`src/hw/rtl/sdtq_pkg.sv`:
```
// Types and constants of the sorted deadline timer queue.
// No dependencies; used by the modules and the checker.
package sdtq_pkg;

  // Result kinds
  typedef enum logic [1:0] {
    KIND_ACCEPTED = 2'd0,
    KIND_REJECTED = 2'd1,
    KIND_EXPIRED  = 2'd2,
    KIND_SUMMARY  = 2'd3
  } kind_t;

  // Item commands
  localparam logic CMD_ADD  = 1'b0;
  localparam logic CMD_TICK = 1'b1;

  localparam logic signed [31:0] INT_MAX   = 32'sh7FFF_FFFF;
  localparam logic signed [31:0] TMO_EMPTY = -32'sd1;

  // One queue entry as held in the memory
  typedef struct packed {
    logic [63:0] deadline;
    logic [15:0] tag;
  } entry_t;

  // Write request from the controller to the memory
  typedef struct packed {
    logic   we;
    entry_t data;
  } mem_wr_t;

  // Controller sequence
  typedef enum logic [2:0] {
    ST_IDLE,
    ST_ADD_RD,
    ST_ADD_CMP,
    ST_SH_RD,
    ST_SH_WR,
    ST_TICK_RD,
    ST_TICK_CMP,
    ST_RESP
  } state_t;

endpackage

```
`src/hw/rtl/sdtq_if.sv`:
```
// Valid/ready channel interfaces for the timer queue input and result words.
// Depends on nothing; widths follow the item fields.
interface sdtq_in_if;
  logic        valid;
  logic        ready;
  logic        command;
  logic [63:0] now_ms;
  logic [31:0] delay_ms;
  logic [15:0] timer_tag;

  modport source (output valid, command, now_ms, delay_ms, timer_tag, input ready);
  modport sink   (input valid, command, now_ms, delay_ms, timer_tag, output ready);
endinterface

interface sdtq_out_if;
  logic               valid;
  logic               ready;
  logic [1:0]         kind;
  logic [15:0]        expired_tag;
  logic signed [31:0] next_timeout_ms;
  logic               last;

  modport source (output valid, kind, expired_tag, next_timeout_ms, last, input ready);
  modport sink   (input valid, kind, expired_tag, next_timeout_ms, last, output ready);
endinterface

```
`src/hw/rtl/sdtq_mem.sv`:
```
// Entry memory of the timer queue: one write port, one read port, read data
// registered. Depends on sdtq_pkg.
module sdtq_mem #(
  parameter int QUEUE_DEPTH = 16,
  parameter int AW          = 4
) (
  input  logic             clk,
  input  sdtq_pkg::mem_wr_t wr,
  input  logic [AW-1:0]    waddr,
  input  logic [AW-1:0]    raddr,
  output sdtq_pkg::entry_t rdata
);
  import sdtq_pkg::*;

  entry_t mem [QUEUE_DEPTH];
  entry_t rdata_r;

  // Write port
  always_ff @(posedge clk) begin
    if (wr.we) begin
      mem[waddr] <= wr.data;
    end
  end

  // Registered read port
  always_ff @(posedge clk) begin
    rdata_r <= mem[raddr];
  end

  assign rdata = rdata_r;

endmodule

```
`src/hw/rtl/sdtq_ctrl.sv`:
```
// Queue controller: circular head/count over the entry memory, sorted insert
// by scan and shift, expiry walk from the head, result register.
// Depends on sdtq_pkg, sdtq_if and the memory ports of sdtq_mem.
module sdtq_ctrl #(
  parameter int QUEUE_DEPTH = 16,
  parameter int AW          = 4,
  parameter int CW          = 5
) (
  input  logic              clk,
  input  logic              rst_n,
  sdtq_in_if.sink           in_chan,
  sdtq_out_if.source        out_chan,
  output sdtq_pkg::mem_wr_t wr,
  output logic [AW-1:0]     waddr,
  output logic [AW-1:0]     raddr,
  input  sdtq_pkg::entry_t  rdata
);
  import sdtq_pkg::*;

  localparam logic [AW:0]   DEPTH_W = (AW+1)'(QUEUE_DEPTH);
  localparam logic [CW-1:0] DEPTH_C = CW'(QUEUE_DEPTH);

  state_t state_r, state_nxt;
  logic [AW-1:0] head_r, head_nxt;
  logic [CW-1:0] count_r, count_nxt;
  logic [CW-1:0] idx_r, idx_nxt;
  logic [CW-1:0] pos_r, pos_nxt;

  // Captured item
  logic [63:0] now_r, now_nxt;
  logic [63:0] dl_r, dl_nxt;
  logic [15:0] tag_r, tag_nxt;

  // Pending result
  kind_t              res_kind_r, res_kind_nxt;
  logic [15:0]        res_tag_r, res_tag_nxt;
  logic signed [31:0] res_tmo_r, res_tmo_nxt;
  logic               res_last_r, res_last_nxt;

  // Result register
  logic               out_valid_r, out_valid_nxt;
  kind_t              out_kind_r;
  logic [15:0]        out_tag_r;
  logic signed [31:0] out_tmo_r;
  logic               out_last_r;
  logic               slot_free;
  logic               load_out;

  logic [CW-1:0] rd_off;
  logic [AW:0]   rd_sum, wr_sum, head_sum;
  logic [63:0]   ins_diff, tick_diff;
  logic          ins_after, tick_due;

  // Map logical offsets from the head to memory addresses
  always_comb begin
    rd_sum   = {1'b0, head_r} + (AW+1)'(rd_off);
    wr_sum   = {1'b0, head_r} + (AW+1)'(idx_r);
    head_sum = {1'b0, head_r} + (AW+1)'(1);
    raddr    = (rd_sum >= DEPTH_W) ? AW'(rd_sum - DEPTH_W) : rd_sum[AW-1:0];
    waddr    = (wr_sum >= DEPTH_W) ? AW'(wr_sum - DEPTH_W) : wr_sum[AW-1:0];
  end

  // Deadline compares on the word just read
  always_comb begin
    ins_diff  = rdata.deadline - dl_r;
    ins_after = (ins_diff != 64'd0) && !ins_diff[63];
    tick_diff = rdata.deadline - now_r;
    tick_due  = (tick_diff == 64'd0) || tick_diff[63];
  end

  assign slot_free = !out_valid_r || out_chan.ready;

  // Next state and datapath control
  always_comb begin
    state_nxt    = state_r;
    head_nxt     = head_r;
    count_nxt    = count_r;
    idx_nxt      = idx_r;
    pos_nxt      = pos_r;
    now_nxt      = now_r;
    dl_nxt       = dl_r;
    tag_nxt      = tag_r;
    res_kind_nxt = res_kind_r;
    res_tag_nxt  = res_tag_r;
    res_tmo_nxt  = res_tmo_r;
    res_last_nxt = res_last_r;
    rd_off       = '0;
    wr           = '0;
    load_out     = 1'b0;
    in_chan.ready = 1'b0;

    unique case (state_r)
      ST_IDLE: begin
        in_chan.ready = 1'b1;
        if (in_chan.valid) begin
          now_nxt = in_chan.now_ms;
          dl_nxt  = in_chan.now_ms + {32'd0, in_chan.delay_ms};
          tag_nxt = in_chan.timer_tag;
          idx_nxt = '0;
          if (in_chan.command == CMD_TICK) begin
            state_nxt = ST_TICK_RD;
          end else if (count_r == DEPTH_C) begin
            res_kind_nxt = KIND_REJECTED;
            res_tag_nxt  = '0;
            res_tmo_nxt  = '0;
            res_last_nxt = 1'b1;
            state_nxt    = ST_RESP;
          end else begin
            state_nxt = ST_ADD_RD;
          end
        end
      end

      // Scan for the first entry later than the new deadline
      ST_ADD_RD: begin
        rd_off = idx_r;
        if (idx_r == count_r) begin
          pos_nxt   = count_r;
          state_nxt = ST_SH_RD;
        end else begin
          state_nxt = ST_ADD_CMP;
        end
      end

      ST_ADD_CMP: begin
        if (ins_after) begin
          pos_nxt   = idx_r;
          idx_nxt   = count_r;
          state_nxt = ST_SH_RD;
        end else begin
          idx_nxt   = idx_r + CW'(1);
          state_nxt = ST_ADD_RD;
        end
      end

      // Move the tail up one slot, then drop the new word in the gap
      ST_SH_RD: begin
        rd_off = idx_r - CW'(1);
        if (idx_r == pos_r) begin
          wr.we          = 1'b1;
          wr.data.deadline = dl_r;
          wr.data.tag    = tag_r;
          count_nxt      = count_r + CW'(1);
          res_kind_nxt   = KIND_ACCEPTED;
          res_tag_nxt    = '0;
          res_tmo_nxt    = '0;
          res_last_nxt   = 1'b1;
          state_nxt      = ST_RESP;
        end else begin
          state_nxt = ST_SH_WR;
        end
      end

      ST_SH_WR: begin
        wr.we     = 1'b1;
        wr.data   = rdata;
        idx_nxt   = idx_r - CW'(1);
        state_nxt = ST_SH_RD;
      end

      // Expiry walk from the head
      ST_TICK_RD: begin
        if (count_r == '0) begin
          res_kind_nxt = KIND_SUMMARY;
          res_tag_nxt  = '0;
          res_tmo_nxt  = TMO_EMPTY;
          res_last_nxt = 1'b1;
          state_nxt    = ST_RESP;
        end else begin
          state_nxt = ST_TICK_CMP;
        end
      end

      ST_TICK_CMP: begin
        res_tag_nxt = '0;
        res_tmo_nxt = '0;
        if (tick_due) begin
          res_kind_nxt = KIND_EXPIRED;
          res_tag_nxt  = rdata.tag;
          res_last_nxt = 1'b0;
          head_nxt     = (head_sum >= DEPTH_W) ? '0 : head_sum[AW-1:0];
          count_nxt    = count_r - CW'(1);
        end else begin
          res_kind_nxt = KIND_SUMMARY;
          res_last_nxt = 1'b1;
          res_tmo_nxt  = (tick_diff[62:31] != '0) ? INT_MAX : tick_diff[31:0];
        end
        state_nxt = ST_RESP;
      end

      // Hand the pending word to the result register
      ST_RESP: begin
        if (slot_free) begin
          load_out  = 1'b1;
          state_nxt = res_last_r ? ST_IDLE : ST_TICK_RD;
        end
      end

      default: state_nxt = ST_IDLE;
    endcase
  end

  always_comb begin
    if (load_out) begin
      out_valid_nxt = 1'b1;
    end else if (out_chan.ready) begin
      out_valid_nxt = 1'b0;
    end else begin
      out_valid_nxt = out_valid_r;
    end
  end

  // Control state
  always_ff @(posedge clk) begin
    if (!rst_n) begin
      state_r     <= ST_IDLE;
      head_r      <= '0;
      count_r     <= '0;
      idx_r       <= '0;
      pos_r       <= '0;
      out_valid_r <= 1'b0;
    end else begin
      state_r     <= state_nxt;
      head_r      <= head_nxt;
      count_r     <= count_nxt;
      idx_r       <= idx_nxt;
      pos_r       <= pos_nxt;
      out_valid_r <= out_valid_nxt;
    end
  end

  // Item and result payload
  always_ff @(posedge clk) begin
    now_r      <= now_nxt;
    dl_r       <= dl_nxt;
    tag_r      <= tag_nxt;
    res_kind_r <= res_kind_nxt;
    res_tag_r  <= res_tag_nxt;
    res_tmo_r  <= res_tmo_nxt;
    res_last_r <= res_last_nxt;
    if (load_out) begin
      out_kind_r <= res_kind_r;
      out_tag_r  <= res_tag_r;
      out_tmo_r  <= res_tmo_r;
      out_last_r <= res_last_r;
    end
  end

  assign out_chan.valid           = out_valid_r;
  assign out_chan.kind            = out_kind_r;
  assign out_chan.expired_tag     = out_tag_r;
  assign out_chan.next_timeout_ms = out_tmo_r;
  assign out_chan.last            = out_last_r;

endmodule

```
`src/hw/rtl/sorted_deadline_timer_queue_top.sv`:
```
// Channel    Dir  Handshake       Word
// in_chan    in   valid/ready     command, now_ms, delay_ms, timer_tag
// out_chan   out  valid/ready     kind, expired_tag, next_timeout_ms, last
//
// One item at a time; memory read data is registered.
// Add: compares entries from the head until one is later than the new deadline, then
//   moves each later entry up a slot and writes the new entry; a full queue rejects.
// Tick: one expired word per due timer from the head, then a summary (-1 when empty).
// A full result register stalls the controller; the input is taken only when idle.
// Reset (rst_n low, synchronous) empties the queue; memory contents are not cleared.
module sorted_deadline_timer_queue_top #(
  parameter int QUEUE_DEPTH = 16
) (
  input  logic       clk,
  input  logic       rst_n,
  sdtq_in_if.sink    in_chan,
  sdtq_out_if.source out_chan
);
  import sdtq_pkg::*;

  localparam int AW = (QUEUE_DEPTH > 1) ? $clog2(QUEUE_DEPTH) : 1;
  localparam int CW = $clog2(QUEUE_DEPTH + 1);

  mem_wr_t       wr;
  logic [AW-1:0] waddr;
  logic [AW-1:0] raddr;
  entry_t        rdata;

  sdtq_ctrl #(
    .QUEUE_DEPTH (QUEUE_DEPTH),
    .AW          (AW),
    .CW          (CW)
  ) u_ctrl (
    .clk      (clk),
    .rst_n    (rst_n),
    .in_chan  (in_chan),
    .out_chan (out_chan),
    .wr       (wr),
    .waddr    (waddr),
    .raddr    (raddr),
    .rdata    (rdata)
  );

  sdtq_mem #(
    .QUEUE_DEPTH (QUEUE_DEPTH),
    .AW          (AW)
  ) u_mem (
    .clk   (clk),
    .wr    (wr),
    .waddr (waddr),
    .raddr (raddr),
    .rdata (rdata)
  );

endmodule

```
`src/flat_wrapper.sv`:
```
// flat-port wrapper written by rule: the top's interface ports become plain ports
module sorted_deadline_timer_queue_top_flat import sdtq_pkg::*;
#(
  parameter int QUEUE_DEPTH = 16
)
  (clk, rst_n, in_chan_valid, in_chan_command, in_chan_now_ms, in_chan_delay_ms, in_chan_timer_tag, in_chan_ready, out_chan_valid, out_chan_kind, out_chan_expired_tag, out_chan_next_timeout_ms, out_chan_last, out_chan_ready);
  sdtq_in_if in_chan_i ();
  sdtq_out_if out_chan_i ();
  input  logic clk;
  input  logic rst_n;
  input wire logic [$bits(in_chan_i.valid)-1:0] in_chan_valid;
  input wire logic [$bits(in_chan_i.command)-1:0] in_chan_command;
  input wire logic [$bits(in_chan_i.now_ms)-1:0] in_chan_now_ms;
  input wire logic [$bits(in_chan_i.delay_ms)-1:0] in_chan_delay_ms;
  input wire logic [$bits(in_chan_i.timer_tag)-1:0] in_chan_timer_tag;
  output wire logic [$bits(in_chan_i.ready)-1:0] in_chan_ready;
  output wire logic [$bits(out_chan_i.valid)-1:0] out_chan_valid;
  output wire logic [$bits(out_chan_i.kind)-1:0] out_chan_kind;
  output wire logic [$bits(out_chan_i.expired_tag)-1:0] out_chan_expired_tag;
  output wire logic [$bits(out_chan_i.next_timeout_ms)-1:0] out_chan_next_timeout_ms;
  output wire logic [$bits(out_chan_i.last)-1:0] out_chan_last;
  input wire logic [$bits(out_chan_i.ready)-1:0] out_chan_ready;
  assign in_chan_i.valid = in_chan_valid;
  assign in_chan_i.command = in_chan_command;
  assign in_chan_i.now_ms = in_chan_now_ms;
  assign in_chan_i.delay_ms = in_chan_delay_ms;
  assign in_chan_i.timer_tag = in_chan_timer_tag;
  assign in_chan_ready = in_chan_i.ready;
  assign out_chan_valid = out_chan_i.valid;
  assign out_chan_kind = out_chan_i.kind;
  assign out_chan_expired_tag = out_chan_i.expired_tag;
  assign out_chan_next_timeout_ms = out_chan_i.next_timeout_ms;
  assign out_chan_last = out_chan_i.last;
  assign out_chan_i.ready = out_chan_ready;
  sorted_deadline_timer_queue_top #(.QUEUE_DEPTH(QUEUE_DEPTH)) u_core (.clk(clk), .rst_n(rst_n), .in_chan(in_chan_i), .out_chan(out_chan_i));
endmodule
```
`config.mk`:
```
export PLATFORM = sky130hd
export DESIGN_NAME = sorted_deadline_timer_queue_top_flat
export DESIGN_NICKNAME = d
export VERILOG_FILES = /design/src/hw/rtl/sdtq_pkg.sv /design/src/hw/rtl/sdtq_if.sv /design/src/hw/rtl/sdtq_mem.sv /design/src/hw/rtl/sdtq_ctrl.sv /design/src/hw/rtl/sorted_deadline_timer_queue_top.sv /design/src/flat_wrapper.sv
export SDC_FILE = /design/constraint.sdc
export NUM_CORES = 2
export LEC_CHECK = 0
export ABC_AREA = 1
export BUFFER_PORTS_ARGS = -buffer_cell sky130_fd_sc_hd__buf_4
export CORE_ASPECT_RATIO = 1.4
export CORE_MARGIN = 2
export CORE_UTILIZATION = 57
export CTS_BUF_LIST = sky130_fd_sc_hd__clkbuf_8
export DETAILED_ROUTE_END_ITERATION = 10
export GPL_ROUTABILITY_DRIVEN = 0
export PLACE_DENSITY_LB_ADDON = 0.08
export SLEW_MARGIN = 10
export SYNTH_ARGS = -nofsm -noshare
export SYNTH_HDL_FRONTEND = slang
export SYNTH_SLANG_ARGS = --single-unit
```
`constraint.sdc`:
```
create_clock -name clk -period 8.6 [get_ports clk]
set_clock_uncertainty 0.2 [all_clocks]
set_input_delay 0.43 -clock clk [delete_from_list [all_inputs] [get_ports clk]]
set_output_delay 0.43 -clock clk [all_outputs]
set_load 0.05 [all_outputs]
```
==> results.cfg <==
[run_status]
status = complete, no violations

[setup_path]
start_kind = flip-flop
slowest_delay_ps = 1140
end_kind = flip-flop
r2r_slack_ps = 3260
cpLargestDelayFamily = buffers and inverters
worstReg2RegEnd = u_core.u_mem.rdata[32]$_DFF_P_
crit_required_ps = 9220
worstPathArrival_ps = 5970
crit_buf_inv = 4
cp_max_fo = 167
r2r-start = u_core.u_ctrl.state_r[0]$_SDFFE_PN0P_
ff2ff_path_depth = 14
worstSetupPathType = reg2reg
crit_path_cell_trace = nand2_1, nor2_1, inv_1, o21ai_0, ha_4, inv_1, fa_4, buf_4, buf_12, a21oi_1, o21ai_0, o211ai_1, a21oi_1, a31oi_1
worst_path_max_delay_cell = fa_4

[global_routing]
grt-ovfl-total = 0
grt_pass1_vias = 53994
antenna_found_initial = 9
grt_use_total_pct = 32.4
grt_max_degree = 213
grt_first_pass_wirelength_mm = 332

[placed_design]
pre_cts_ws_ps = 3350
place_hpwl_mm = 136
dp_cells = 9237
port_buffers = 169

[floorplan]
die_area_um2 = 139000
coreArea_um2 = 135000
ioPinCount = 170
die_y_um = 440
die_w_um = 316
initial_core_util_pct = 57.2
rows = 160

[routing]
viasPerCell = 5.76
drcViolationCount = 0
wl_per_cell_um = 22.9
drt_iter0_markers = 6781
detail_route.wirelength_mm = 226
ant_nets = 0
vias = 56912
firstDrtPassIters = 8

[timing]
layout_worst_path_cycle_share_pct = 62.1
slew_headroom_pct = 16.0
setup-tns-final_ps = 0
max_freq_mhz = 187
worstMarginPinSlew_ps = 1260
slew_violations = 0
setup-violations-final = 0
finalHoldViolCount = 0
layout_setup_ws_ps = 3260
rsz0062_at_grt = false
period_needed_ps = 5340

[synthesis]
synth_area_per_cell_um2 = 10.4
synth_fa_ha_area_share_pct = 2.90
ys.flop_type = edfxtp_1
yosys-top-cells-area = edfxtp_1, nand2_1, inv_1
synth_top_area_cell = edfxtp_1
ys_seq_elements = 1629
syn_nets = 7716
synth.most_common_cell = edfxtp_1
async_flop_share_pct = 0
synth_top_area_share_pct = 59.2
synth_top_family_by_area = simple AND/OR/NAND/NOR gates
synth_edf_count = 1526
yosys.area_share.simple_pct = 11.5
synth_commonest_cells = edfxtp_1, nand2_1, inv_1
synth_cell_type_count = 59
synth_mux_area_share_pct = 4.14
ys_seq_area_share_pct = 61.8
yosysWarnings = 0
synthCells = 7423
synth_compound_area_share_pct = 11.0
post_synth_instance_area_um2 = 77400
synth-xor-area-share_pct = 1.56

[clocking]
cts.sinks = 1629
cts_made_buffers = 229
clkTransAtPathRegs_ps = 70
cts_resized = 0
cts_buffer_depth = 3
clk_latency_ps = 1020
cts_tree = done
htreeDepth = 4
root_buffer = clkbuf_8

[pwr]
total_power_mw = 29.4
p_per_area_nw_per_um2 = 335
p_leak_nw = 35.2
ir_worst_vdd_mv = 0.261

[layout]
drive_gt1_share_pct = 8.72
stdcell_count = 9879
layout.nets = 8184
multiInputGateArea_um2 = 24300
utilization_pct = 64.9
area_growth_syn_to_layout_pct = 13.4
n_fill_cell = 10715
ff_latch_area_um2 = 47900

[hold_path]
min_to = u_core.u_ctrl.now_r[32]$_DFFE_PP_
min_path_type = in2reg
min_path_cells = 2
hp-start = in_chan_now_ms[32]

[run]
cap_violations = 0
## through the flow
step                      area (um2)  hold WS [ps]
after floorplan                77400           200
after global placement         81200           201
after detailed placement       81200           205
after CTS                      87800          5.82
after global routing           87800          61.4
final                          87800          92.7
## registers in the layout, indices dropped and copies added (netlist names), 16 cells and up
| signal | count |
|---|---|
| u_core.u_ctrl.tag_r | 16 |
| u_core.u_ctrl.res_tag_r | 16 |
| u_core.u_ctrl.res_tmo_r | 32 |
| u_core.u_ctrl.dl_r | 64 |
| u_core.u_ctrl.out_chan.next_timeout_ms | 32 |
| u_core.u_mem.mem | 1280 |
| u_core.u_mem.rdata | 80 |
| u_core.u_ctrl.now_r | 64 |
| u_core.u_ctrl.out_chan.expired_tag | 16 |
## placed cells by master (no fill, tap or decap), drive strengths merged, types with 4 or more instances in the layout
cell type | netlist | layout
a211oi | 4 | 4
a21oi | 604 | 604
a31oi | 84 | 84
and2 | 5 | 5
buf | 70 | 296
bufinv | 0 | 5
clkbuf | 194 | 261
clkinv | 3 | 62
clkinvlp | 0 | 6
dfxtp | 103 | 103
diode | 0 | 5
dlygate4sd3 | 0 | 205
edfxtp | 1526 | 1526
fa | 6 | 6
ha | 170 | 170
inv | 1151 | 1252
mux2i | 320 | 320
nand2 | 1439 | 1439
nand3 | 173 | 173
nand3b | 26 | 26
nand4 | 50 | 50
nor2 | 404 | 404
nor3 | 52 | 52
nor4 | 12 | 12
o211ai | 162 | 162
o21a | 10 | 10
o21ai | 673 | 673
o21bai | 13 | 13
o22ai | 7 | 7
xnor2 | 50 | 50
xor2 | 88 | 88
## worst max-delay path by stage
stage,end,from,depth (start not counted)
floorplan,u_core.u_ctrl.dl_r[0]$_DFFE_PP_,u_core.u_ctrl.state_r[2]$_SDFFE_PN0P_,5
global placement,u_core.u_mem.rdata[36]$_DFF_P_,u_core.u_ctrl.state_r[0]$_SDFFE_PN0P_,14
detailed placement,u_core.u_mem.rdata[32]$_DFF_P_,u_core.u_ctrl.state_r[0]$_SDFFE_PN0P_,14
CTS,u_core.u_mem.rdata[32]$_DFF_P_,u_core.u_ctrl.state_r[0]$_SDFFE_PN0P_,14
global route,u_core.u_mem.rdata[38]$_DFF_P_,u_core.u_ctrl.state_r[0]$_SDFFE_PN0P_,14
finish,u_core.u_mem.rdata[32]$_DFF_P_,u_core.u_ctrl.state_r[0]$_SDFFE_PN0P_,14
## metal layers
layer	global-route usage [%]	part of all wire, %	vias to the layer above
li1	-	-	26375
met1	43.3	39	27146
met2	52.2	47	2823
met3	5.67	9.4	562
met4	14.2	4.4	6
met5	0	0.016	-
## area by class of cell
cell class / instances / share of cell area [%]
Clock inverter: 171 / 1.05
Tap cell: 1782 / 2.54
Timing Repair Buffer: 501 / 5.10
Multi-Input combinational cell: 4376 / 27.7
Clock buffer: 261 / 4.09
Antenna cell: 5 / 0.0143
Inverter: 1154 / 4.95
Sequential cell: 1629 / 54.5
## power breakdown
group          switching, mW  total (mW)  internal [mW]
Sequential             0.636        11.0           10.3
Combinational           8.63        12.5           3.84
Clock                   2.98        5.92           2.94
Total                   12.2        29.4           17.1
## cells by family (layout without fill, tap and decap cells)
kind of cell / Yosys count / count (layout)
and+or+nand+nor: 2169 / 2169
other: 0 / 5
DFF: 1629 / 1629
xor gates and xnor gates: 138 / 138
muxes: 320 / 320
adders and majority gates: 176 / 176
AOI/OAI and AO/OA: 1573 / 1573
buffers and inverters: 1418 / 2087
## what timing repair did
action / 4_1_cts / 5_1_grt
hold buffers: 205 / 0
buffers inserted: 0 / 0
endpoints found under the hold margin: 183 / 0
Power figures use the tool's default switching activity.
